$ cat src/hw/rtl/hsa_pkg.sv
// ----------------------------------------------------------------------------
// hsa_pkg
// shared types and constants for the hsl saturation adjust block
// ----------------------------------------------------------------------------
package hsa_pkg;

    localparam int CH_W     = 8;    // bits per color channel
    localparam int NUM_CH   = 3;    // red, green, blue
    localparam int SUM_W    = 9;    // max + min
    localparam int PCT_MAX  = 100;  // full scale of the percentage
    localparam int HALF_SUM = 255;  // max + min below this is a dark pixel
    localparam int FULL_SUM = 510;  // largest possible max + min

    // pixel data that rides alongside the gain divider
    typedef struct packed {
        logic [NUM_CH-1:0][CH_W-1:0] rgb;   // index 0 red, 1 green, 2 blue
        logic [SUM_W-1:0]            sum;   // max + min
        logic                        gray;  // max equals min
        logic                        neg;   // desaturating setting
    } t_side;

endpackage

$ cat src/hw/rtl/hsa_div.sv
// ----------------------------------------------------------------------------
// hsa_div
// pipelined restoring divider, one quotient bit per stage: (num << F) / den
// ----------------------------------------------------------------------------
module hsa_div #(
    parameter int FRAC_BITS = 16
) (
    input  logic                   i_clk,
    input  logic                   i_rst_n,
    input  logic                   i_ce,
    input  logic                   i_vld,
    input  logic [7:0]             i_num,
    input  logic [7:0]             i_den,
    input  hsa_pkg::t_side         i_side,
    output logic                   o_vld,
    output logic [FRAC_BITS+7:0]   o_quo,
    output hsa_pkg::t_side         o_side
);
    import hsa_pkg::*;

    localparam int QW = FRAC_BITS + CH_W;

    logic          r_vld  [0:QW-1];
    logic [7:0]    r_rem  [0:QW-1];
    logic [7:0]    r_num  [0:QW-1];
    logic [7:0]    r_den  [0:QW-1];
    logic [QW-1:0] r_quo  [0:QW-1];
    t_side         r_side [0:QW-1];

    for (genvar k = 0; k < QW; k++) begin : g_stage
        logic          s_vld;
        logic [7:0]    s_rem;
        logic [7:0]    s_num;
        logic [7:0]    s_den;
        logic [QW-1:0] s_quo;
        t_side         s_side;
        logic          s_bit;
        logic [9:0]    s_diff;
        logic          s_qb;
        logic [7:0]    n_rem;
        logic [QW-1:0] n_quo;

        if (k == 0) begin : g_first
            assign s_vld  = i_vld;
            assign s_rem  = '0;
            assign s_num  = i_num;
            assign s_den  = i_den;
            assign s_quo  = '0;
            assign s_side = i_side;
        end else begin : g_next
            assign s_vld  = r_vld[k-1];
            assign s_rem  = r_rem[k-1];
            assign s_num  = r_num[k-1];
            assign s_den  = r_den[k-1];
            assign s_quo  = r_quo[k-1];
            assign s_side = r_side[k-1];
        end

        // dividend bits: numerator first, then the fractional zeros
        if (k < CH_W) begin : g_numbit
            assign s_bit = s_num[CH_W-1-k];
        end else begin : g_zerobit
            assign s_bit = 1'b0;
        end

        always_comb begin
            s_diff = {1'b0, s_rem, s_bit} - {2'b00, s_den};
            s_qb   = ~s_diff[9];
            n_rem  = s_qb ? s_diff[7:0] : {s_rem[6:0], s_bit};
            n_quo  = {s_quo[QW-2:0], s_qb};
        end

        always_ff @(posedge i_clk) begin
            if (!i_rst_n) begin
                r_vld[k] <= 1'b0;
            end else if (i_ce) begin
                r_vld[k] <= s_vld;
            end
        end

        always_ff @(posedge i_clk) begin
            if (i_ce) begin
                r_rem[k]  <= n_rem;
                r_num[k]  <= s_num;
                r_den[k]  <= s_den;
                r_quo[k]  <= n_quo;
                r_side[k] <= s_side;
            end
        end
    end

    assign o_vld  = r_vld[QW-1];
    assign o_quo  = r_quo[QW-1];
    assign o_side = r_side[QW-1];

endmodule

$ cat src/hw/rtl/hsl_saturation_adjust.sv
// ----------------------------------------------------------------------------
// hsl_saturation_adjust
// changes the hsl saturation of an rgb pixel stream by a signed percentage
// ----------------------------------------------------------------------------
//
//  channel   dir  handshake                      content
//  s_axis    in   s_axis_tvalid / s_axis_tready  pixel: red, green, blue
//  m_axis    out  m_axis_tvalid / m_axis_tready  adjusted red, green, blue
//  sat cfg   in   i_sat_wr_en                    saturation percent, -100..100
//
//  one pixel beat per cycle while m_axis is not stalled; the pipeline runs
//  through stages 1 to 3, the gain divider, the multiply stage and the output
//  stage, and the divider retires one quotient bit per stage over FRAC_BITS + 8 stages
//  reset is synchronous, active low; it clears the valid bits and sets the
//  percentage to zero
//  a stall on m_axis freezes every stage at once; s_axis_tready is high
//  whenever the output register is empty or being taken
//
module hsl_saturation_adjust #(
    parameter int FRAC_BITS = 16
) (
    input  logic        i_clk,
    input  logic        i_rst_n,
    input  logic        i_sat_wr_en,
    input  logic [7:0]  i_sat_wr_data,   // signed percent
    input  logic        s_axis_tvalid,
    output logic        s_axis_tready,
    input  logic [23:0] s_axis_tdata,    // in_red, in_green, in_blue
    output logic        m_axis_tvalid,
    input  logic        m_axis_tready,
    output logic [23:0] m_axis_tdata     // out_red, out_green, out_blue
);
    import hsa_pkg::*;

    localparam int QW  = FRAC_BITS + CH_W;   // gain width
    localparam int PW  = FRAC_BITS + 20;     // product / accumulator width
    localparam int VW  = PW - FRAC_BITS - 1; // integer part after shift
    localparam int PRW = 15;                 // threshold product width

    // global stage enable: everything advances together
    logic w_ce;
    assign w_ce          = !m_axis_tvalid || m_axis_tready;
    assign s_axis_tready = w_ce;

    // ---------------- configuration register, clamped on write
    logic signed [7:0] r_pct;
    logic signed [7:0] n_pct;

    always_comb begin
        n_pct = $signed(i_sat_wr_data);
        if ($signed(i_sat_wr_data) > $signed(8'(PCT_MAX))) begin
            n_pct = 8'(PCT_MAX);
        end else if ($signed(i_sat_wr_data) < -$signed(8'(PCT_MAX))) begin
            n_pct = -$signed(8'(PCT_MAX));
        end
    end

    always_ff @(posedge i_clk) begin
        if (!i_rst_n) begin
            r_pct <= '0;
        end else if (i_sat_wr_en) begin
            r_pct <= n_pct;
        end
    end

    // ---------------- stage 1: max, min, sum, spread
    logic            r_s1_vld;
    t_side           r_s1_sd;
    logic [7:0]      r_s1_spread;
    t_side           n_s1_sd;
    logic [7:0]      n_s1_spread;
    logic [7:0]      w_mx;
    logic [7:0]      w_mn;

    always_comb begin
        n_s1_sd.rgb[0] = s_axis_tdata[7:0];
        n_s1_sd.rgb[1] = s_axis_tdata[15:8];
        n_s1_sd.rgb[2] = s_axis_tdata[23:16];
        w_mx = n_s1_sd.rgb[0];
        w_mn = n_s1_sd.rgb[0];
        for (int i = 1; i < NUM_CH; i++) begin
            if (n_s1_sd.rgb[i] > w_mx) begin
                w_mx = n_s1_sd.rgb[i];
            end
            if (n_s1_sd.rgb[i] < w_mn) begin
                w_mn = n_s1_sd.rgb[i];
            end
        end
        n_s1_sd.sum  = {1'b0, w_mx} + {1'b0, w_mn};
        n_s1_sd.gray = (w_mx == w_mn);
        n_s1_sd.neg  = r_pct[7];
        n_s1_spread  = w_mx - w_mn;
    end

    always_ff @(posedge i_clk) begin
        if (!i_rst_n) begin
            r_s1_vld <= 1'b0;
        end else if (w_ce) begin
            r_s1_vld <= s_axis_tvalid;
        end
    end

    always_ff @(posedge i_clk) begin
        if (w_ce) begin
            r_s1_sd     <= n_s1_sd;
            r_s1_spread <= n_s1_spread;
        end
    end

    // ---------------- stage 2: denominator of s and the threshold products
    logic            r_s2_vld;
    t_side           r_s2_sd;
    logic [7:0]      r_s2_spread;
    logic [7:0]      r_s2_den;
    logic [PRW-1:0]  r_s2_pden;
    logic [PRW-1:0]  r_s2_hspr;
    logic [PRW-1:0]  r_s2_hden;
    logic [7:0]      n_s2_den;
    logic [SUM_W-1:0] w_light_den;

    always_comb begin
        w_light_den = SUM_W'(FULL_SUM) - r_s1_sd.sum;
        // light pixels measure spread against 510 - max - min
        if (r_s1_sd.sum < SUM_W'(HALF_SUM)) begin
            n_s2_den = r_s1_sd.sum[7:0];
        end else begin
            n_s2_den = w_light_den[7:0];
        end
    end

    always_ff @(posedge i_clk) begin
        if (!i_rst_n) begin
            r_s2_vld <= 1'b0;
        end else if (w_ce) begin
            r_s2_vld <= r_s1_vld;
        end
    end

    always_ff @(posedge i_clk) begin
        if (w_ce) begin
            r_s2_sd     <= r_s1_sd;
            r_s2_spread <= r_s1_spread;
            r_s2_den    <= n_s2_den;
            r_s2_pden   <= PRW'(r_pct[6:0]) * PRW'(n_s2_den);
            r_s2_hspr   <= PRW'(r_s1_spread) * PRW'(PCT_MAX);
            r_s2_hden   <= PRW'(n_s2_den) * PRW'(PCT_MAX);
        end
    end

    // ---------------- stage 3: pick the gain fraction num / den
    logic            r_s3_vld;
    t_side           r_s3_sd;
    logic [7:0]      r_s3_num;
    logic [7:0]      r_s3_den;
    logic [7:0]      n_s3_num;
    logic [7:0]      n_s3_den;
    logic            w_full;

    always_comb begin
        // p/100 + s >= 1, decided on integers
        w_full = ({1'b0, r_s2_pden} + {1'b0, r_s2_hspr}) >= {1'b0, r_s2_hden};
        if (r_s2_sd.neg) begin
            // scale toward lightness by (100 + p) / 100
            n_s3_num = r_pct + 8'(PCT_MAX);
            n_s3_den = 8'(PCT_MAX);
        end else if (w_full) begin
            // gain 1/s - 1
            n_s3_num = r_s2_den - r_s2_spread;
            n_s3_den = r_s2_spread;
        end else begin
            n_s3_num = r_pct;
            n_s3_den = 8'(PCT_MAX) - r_pct;
        end
    end

    always_ff @(posedge i_clk) begin
        if (!i_rst_n) begin
            r_s3_vld <= 1'b0;
        end else if (w_ce) begin
            r_s3_vld <= r_s2_vld;
        end
    end

    always_ff @(posedge i_clk) begin
        if (w_ce) begin
            r_s3_sd  <= r_s2_sd;
            r_s3_num <= n_s3_num;
            r_s3_den <= n_s3_den;
        end
    end

    // ---------------- gain divider, QW stages
    logic            w_div_vld;
    logic [QW-1:0]   w_gain;
    t_side           w_div_sd;

    hsa_div #(
        .FRAC_BITS (FRAC_BITS)
    ) u_div (
        .i_clk   (i_clk),
        .i_rst_n (i_rst_n),
        .i_ce    (w_ce),
        .i_vld   (r_s3_vld),
        .i_num   (r_s3_num),
        .i_den   (r_s3_den),
        .i_side  (r_s3_sd),
        .o_vld   (w_div_vld),
        .o_quo   (w_gain),
        .o_side  (w_div_sd)
    );

    // ---------------- multiply stage: (2c - sum) * gain and the base term
    logic                  r_m_vld;
    t_side                 r_m_sd;
    logic signed [PW-1:0]  r_m_prod [0:NUM_CH-1];
    logic signed [PW-1:0]  r_m_base [0:NUM_CH-1];
    logic signed [PW-1:0]  n_m_prod [0:NUM_CH-1];
    logic signed [PW-1:0]  n_m_base [0:NUM_CH-1];
    logic signed [10:0]    w_d2     [0:NUM_CH-1];

    always_comb begin
        for (int i = 0; i < NUM_CH; i++) begin
            w_d2[i] = {2'b00, w_div_sd.rgb[i], 1'b0} - {2'b00, w_div_sd.sum};
            n_m_prod[i] = w_d2[i] * $signed({1'b0, w_gain});
            // halves of lightness kept exact: everything scaled by 2^(F+1)
            if (w_div_sd.neg) begin
                n_m_base[i] = PW'({w_div_sd.sum, {FRAC_BITS{1'b0}}});
            end else begin
                n_m_base[i] = PW'({w_div_sd.rgb[i], {(FRAC_BITS+1){1'b0}}});
            end
        end
    end

    always_ff @(posedge i_clk) begin
        if (!i_rst_n) begin
            r_m_vld <= 1'b0;
        end else if (w_ce) begin
            r_m_vld <= w_div_vld;
        end
    end

    always_ff @(posedge i_clk) begin
        if (w_ce) begin
            r_m_sd <= w_div_sd;
            for (int i = 0; i < NUM_CH; i++) begin
                r_m_prod[i] <= n_m_prod[i];
                r_m_base[i] <= n_m_base[i];
            end
        end
    end

    // ---------------- output stage: add, truncate, clamp; gray pixels pass through
    logic                 r_out_vld;
    logic [23:0]          r_out_data;
    logic [23:0]          n_out_data;
    logic signed [PW-1:0] w_acc [0:NUM_CH-1];
    logic [VW-1:0]        w_int [0:NUM_CH-1];
    logic [7:0]           w_ch  [0:NUM_CH-1];

    always_comb begin
        for (int i = 0; i < NUM_CH; i++) begin
            w_acc[i] = r_m_prod[i] + r_m_base[i];
            w_int[i] = w_acc[i][PW-1:FRAC_BITS+1];
            if (r_m_sd.gray) begin
                w_ch[i] = r_m_sd.rgb[i];
            end else if (w_acc[i][PW-1]) begin
                w_ch[i] = '0;
            end else if (|w_int[i][VW-1:CH_W]) begin
                w_ch[i] = '1;
            end else begin
                w_ch[i] = w_int[i][CH_W-1:0];
            end
        end
        n_out_data = {w_ch[2], w_ch[1], w_ch[0]};
    end

    always_ff @(posedge i_clk) begin
        if (!i_rst_n) begin
            r_out_vld <= 1'b0;
        end else if (w_ce) begin
            r_out_vld <= r_m_vld;
        end
    end

    always_ff @(posedge i_clk) begin
        if (w_ce) begin
            r_out_data <= n_out_data;
        end
    end

    assign m_axis_tvalid = r_out_vld;
    assign m_axis_tdata  = r_out_data;

endmodule
$ cat config.mk
export PLATFORM = sky130hd
export DESIGN_NAME = hsl_saturation_adjust
export DESIGN_NICKNAME = d
export VERILOG_FILES = /design/src/hw/rtl/hsa_pkg.sv /design/src/hw/rtl/hsa_div.sv /design/src/hw/rtl/hsl_saturation_adjust.sv
export SDC_FILE = /design/constraint.sdc
export NUM_CORES = 2
export LEC_CHECK = 0
export ABC_CLOCK_PERIOD_IN_PS = 115200
export BUFFER_PORTS_ARGS = -buffer_cell sky130_fd_sc_hd__clkbuf_2
export CAP_MARGIN = 20
export CORE_ASPECT_RATIO = 2
export CORE_MARGIN = 3
export CORE_UTILIZATION = 61
export DETAILED_ROUTE_END_ITERATION = 8
export HOLD_SLACK_MARGIN = 0.02
export PLACE_DENSITY = 0.77
export SETUP_SLACK_MARGIN = 0.4
export SLEW_MARGIN = 20
export SYNTH_ARGS = -nofsm -noshare
export SYNTH_HDL_FRONTEND = slang
export SYNTH_HIERARCHICAL = 1
export SYNTH_SLANG_ARGS = --single-unit
$ cat constraint.sdc
create_clock -name i_clk -period 115.2 [get_ports i_clk]
set_clock_uncertainty 0.05 [all_clocks]
set_input_delay 23.04 -clock i_clk [delete_from_list [all_inputs] [get_ports i_clk]]
set_output_delay 23.04 -clock i_clk [all_outputs]
set_load 0.01 [all_outputs]
==> impl_metrics.env <==
export IMPL_initial_core_util_pct=61.48
export IMPL_timing_rr_end="r_m_prod[0][71]"
export IMPL_cts_hold_fix_buffers=0
export IMPL_synth_avg_cell_area_um2=13.66
export IMPL_synth_area_leaders="sky130_fd_sc_hd__edfxtp_1 (57%), sky130_fd_sc_hd__fa_1 (12%), sky130_fd_sc_hd__ha_1 (8.3%)"
export IMPL_drt_total_wl_mm=211.8
export IMPL_postSynthCellCount=7236
export IMPL_setup_violations_final=0
export IMPL_coreArea_mm2=0.1608
export IMPL_critical_path_top_delay_family="simple AND/OR/NAND/NOR gates"
export IMPL_drtAntennaViolNets=0
export IMPL_report_final_hold_viol_count=0
export IMPL_finalWorstPathRequiredPeriod_ps=47260
export IMPL_worst_margin_pin_slew_ps=1284
export IMPL_synthDominantCellAreaShare_pct=56.70
export IMPL_timing_critical_path_to="s_axis_tready"
export IMPL_timing_critical_path_from="m_axis_tready"
export IMPL_first_iter_violations=3546
export IMPL_worst_hold_path_type="flip-flop to flip-flop"
export IMPL_netlist_area_mm2=0.09888
export IMPL_die_area_mm2=0.1673
export IMPL_async_reset_ff_share_pct=0
export IMPL_count_of_unique_library_cells_instantiated_by_yosys=95
export IMPL_crit_fanout=61
export IMPL_reg2reg_depth=25
export IMPL_vias_in_the_first_global_route=60440
export IMPL_layout_common_cells="sky130_fd_sc_hd__edfxtp_1 (1867), sky130_fd_sc_hd__inv_1 (1036), sky130_fd_sc_hd__ha_1 (658), sky130_fd_sc_hd__fa_1 (588), sky130_fd_sc_hd__nand2_1 (457)"
export IMPL_via_count=56040
export IMPL_crit_chain="clkbuf_2, nand2b_4, clkbuf_2"
export IMPL_core_rowCount=208
export IMPL_max_clock_freq_mhz=21.16
export IMPL_globalRouteTotalUtil_pct=25.67
export IMPL_synth_seq_cells=1881
export IMPL_cp_depth=3
export IMPL_net_count_of_the_finished_layout=8644
export IMPL_critPathSlowestCell="sky130_fd_sc_hd__nand2b_4"
export IMPL_most_frequent_standard_cell_in_the_layout_excluding_fill_and_tap_cells="sky130_fd_sc_hd__edfxtp_1"
export IMPL_dp_hpwl_mm=149.6
export IMPL_grt_antenna_before_repair=6
export IMPL_status="complete, no violations"
export IMPL_wire_length_of_the_first_global_routing_pass_mm=329.1
export IMPL_critical_path_top_cell_by_count="sky130_fd_sc_hd__clkbuf_2"
export IMPL_clock_tree_htree_level_count=4
export IMPL_grt_start_max_net_pins=226
export IMPL_yosys_warnings=6
export IMPL_synth_largest_area_cell="sky130_fd_sc_hd__edfxtp_1"
export IMPL_timing_max_transition_violations_final=0
export IMPL_timing_critical_path_required_ps=92110
export IMPL_die_height_um=575.4
export IMPL_synth_flop_cell="sky130_fd_sc_hd__edfxtp_1"
export IMPL_grt_setup_unrepaired="no"
export IMPL_crit_arrival_ps=24170
export IMPL_cp_endpoint_kind="primary output"
export IMPL_max_slew_margin_pct=14.24
export IMPL_cts_root_buffer="sky130_fd_sc_hd__clkbuf_16"
export IMPL_post_cts_resized_instances=0
export IMPL_globalplace_congestion=0.9769
export IMPL_timing_reg2reg_setup_slack_ps=105920
export IMPL_path_buf_inv=2
export IMPL_synth_seq_area_share_pct=56.98
export IMPL_clock_insertion_delay_worst_skew_ps=790
export IMPL_route_detailed_wl_per_inst_um=22.10
export IMPL_synth_enable_flop_cells=1867
export IMPL_numClockSinks=1881
export IMPL_final_hold_worst_slack_ps=336.8
export IMPL_worstReg2RegStart="u_div/r_side[2][265]"
export IMPL_dr_pass1_iters=6
export IMPL_io_pins=63
export IMPL_port_buffer_count=62
export IMPL_number_of_cts_inserted_buffers=164
export IMPL_setup_repair_bufs_after_cts=0
export IMPL_tcrit_tclk_final_pct=41.02
export IMPL_area_growth_synth_to_final_pct=8.582
export IMPL_clkSlewWorstSetupHoldPaths_ps=80
export IMPL_grt_overflow=0
export IMPL_critical_path_max_stage_delay_ps=660
export IMPL_vias_per_cell=5.846
export IMPL_drive_above_1_share_pct=7.711
export IMPL_timing_setup_critical_path_class="primary input to primary output"
export IMPL_post_route_setup_tns_ps=0
export IMPL_cts_root_to_sink_buffers=4
export IMPL_cts_tree="built"
export IMPL_die_width_um=290.7
export IMPL_drv_cap=0
export IMPL_critical_path_startpoint_type="primary input"
export IMPL_post_route_drc_count=0
[through the flow]
stage | std cells | util (%) | setup slack, ps | cell area (um^2)
floorplan | 7238 | - | 18860 | 98880
global placement | 9291 | 63.30 | 67940 | 101800
detailed placement | 9291 | 63.31 | 67930 | 101800
CTS | 9580 | 66.69 | 67940 | 107300
global route | 9584 | 66.75 | 67850 | 107400
finish | 9586 | 66.75 | 67940 | 107400
[cells by family (layout without fill, tap and decap cells)]
| group | count (synthesis) | after routing | share of synthesized area, % |
|---|---|---|---|
| AOI/OAI and AO/OA | 876 | 876 | 5.950 |
| xor gates and xnor gates | 223 | 223 | 1.975 |
| adders and majority gates | 1247 | 1247 | 20.25 |
| buffers and inverters | 1225 | 1470 | 4.669 |
| DFF | 1881 | 1881 | 56.98 |
| muxes | 181 | 181 | 1.998 |
| other | 2 | 7 | 0.007595 |
| and+or+nand+nor | 1601 | 1601 | 8.164 |
[cell type report]
| class | instances | area, um^2 |
|---|---|---|
| antenna | 3 | 7.507 |
| clock buffer | 184 | 4200 |
| clock inverter | 105 | 1241 |
| fill | 11200 | 53470 |
| inverter | 1036 | 3889 |
| multi-input combinational | 4132 | 38020 |
| sequential | 1881 | 56340 |
| tap | 2100 | 2628 |
| timing repair buffer | 145 | 1031 |
[worst min-delay path by stage]
| stage | startpoint | to | slack [ps] | cells past startpoint |
|---|---|---|---|---|
| 6_report | u_div/r_side[0][134] | u_div/r_side[0][169] | 340 | 0 |
| 5_1_grt | u_div/r_side[0][134] | u_div/r_side[0][169] | 330 | 0 |
| 4_1_cts | u_div/r_side[0][134] | u_div/r_side[0][169] | 320 | 0 |
| 3_5_place_dp | r_s1_sd[16] | r_s2_sd[16] | 350 | 0 |
| 3_3_place_gp | u_div/r_side[2][223] | u_div/r_side[2][258] | 350 | 0 |
| 2_1_floorplan | u_div/r_side[2][246] | r_m_sd[1] | 350 | 0 |
[synthesized netlist by cell type, drive strengths merged, types with 64 or more instances]
cell type and instances:
edfxtp 1867, inv 1036, ha 658, fa 589
nand2 457, nor2 252, a21oi 202, o21ai 196
clkbuf 172, and2 166, and3 161, xnor2 155
nor3 117, mux2 116, nor2b 116, nand2b 115
a21o 113, nand3 100, xor2 68, mux2i 65
o21a 64
[flip-flops by register name, indices dropped and copies added (netlist names), 15 cells and up]
name,cells
m_axis_tdata,24
r_m_base,25
r_m_prod,57
r_m_sd,25
r_s1_sd,35
r_s2_pden,15
r_s2_sd,35
r_s3_sd,35
u_div/r_den,184
u_div/r_num,28
u_div/r_quo,300
u_div/r_rem,184
u_div/r_side,840
u_div/r_vld,24
[metal layers]
metal	track usage [%]	wire, um	part of all wire, %	up-vias
met5	0	13	0.0061	-
met4	21.85	22120	10	2
met3	3.246	8990	4.2	855
met2	48.43	115900	55	1691
met1	24.22	64800	31	28000
li1	-	-	-	25490
Power is not shown: default switching activity piles up to over one toggle a cycle in this logic, so the estimate is an artifact.
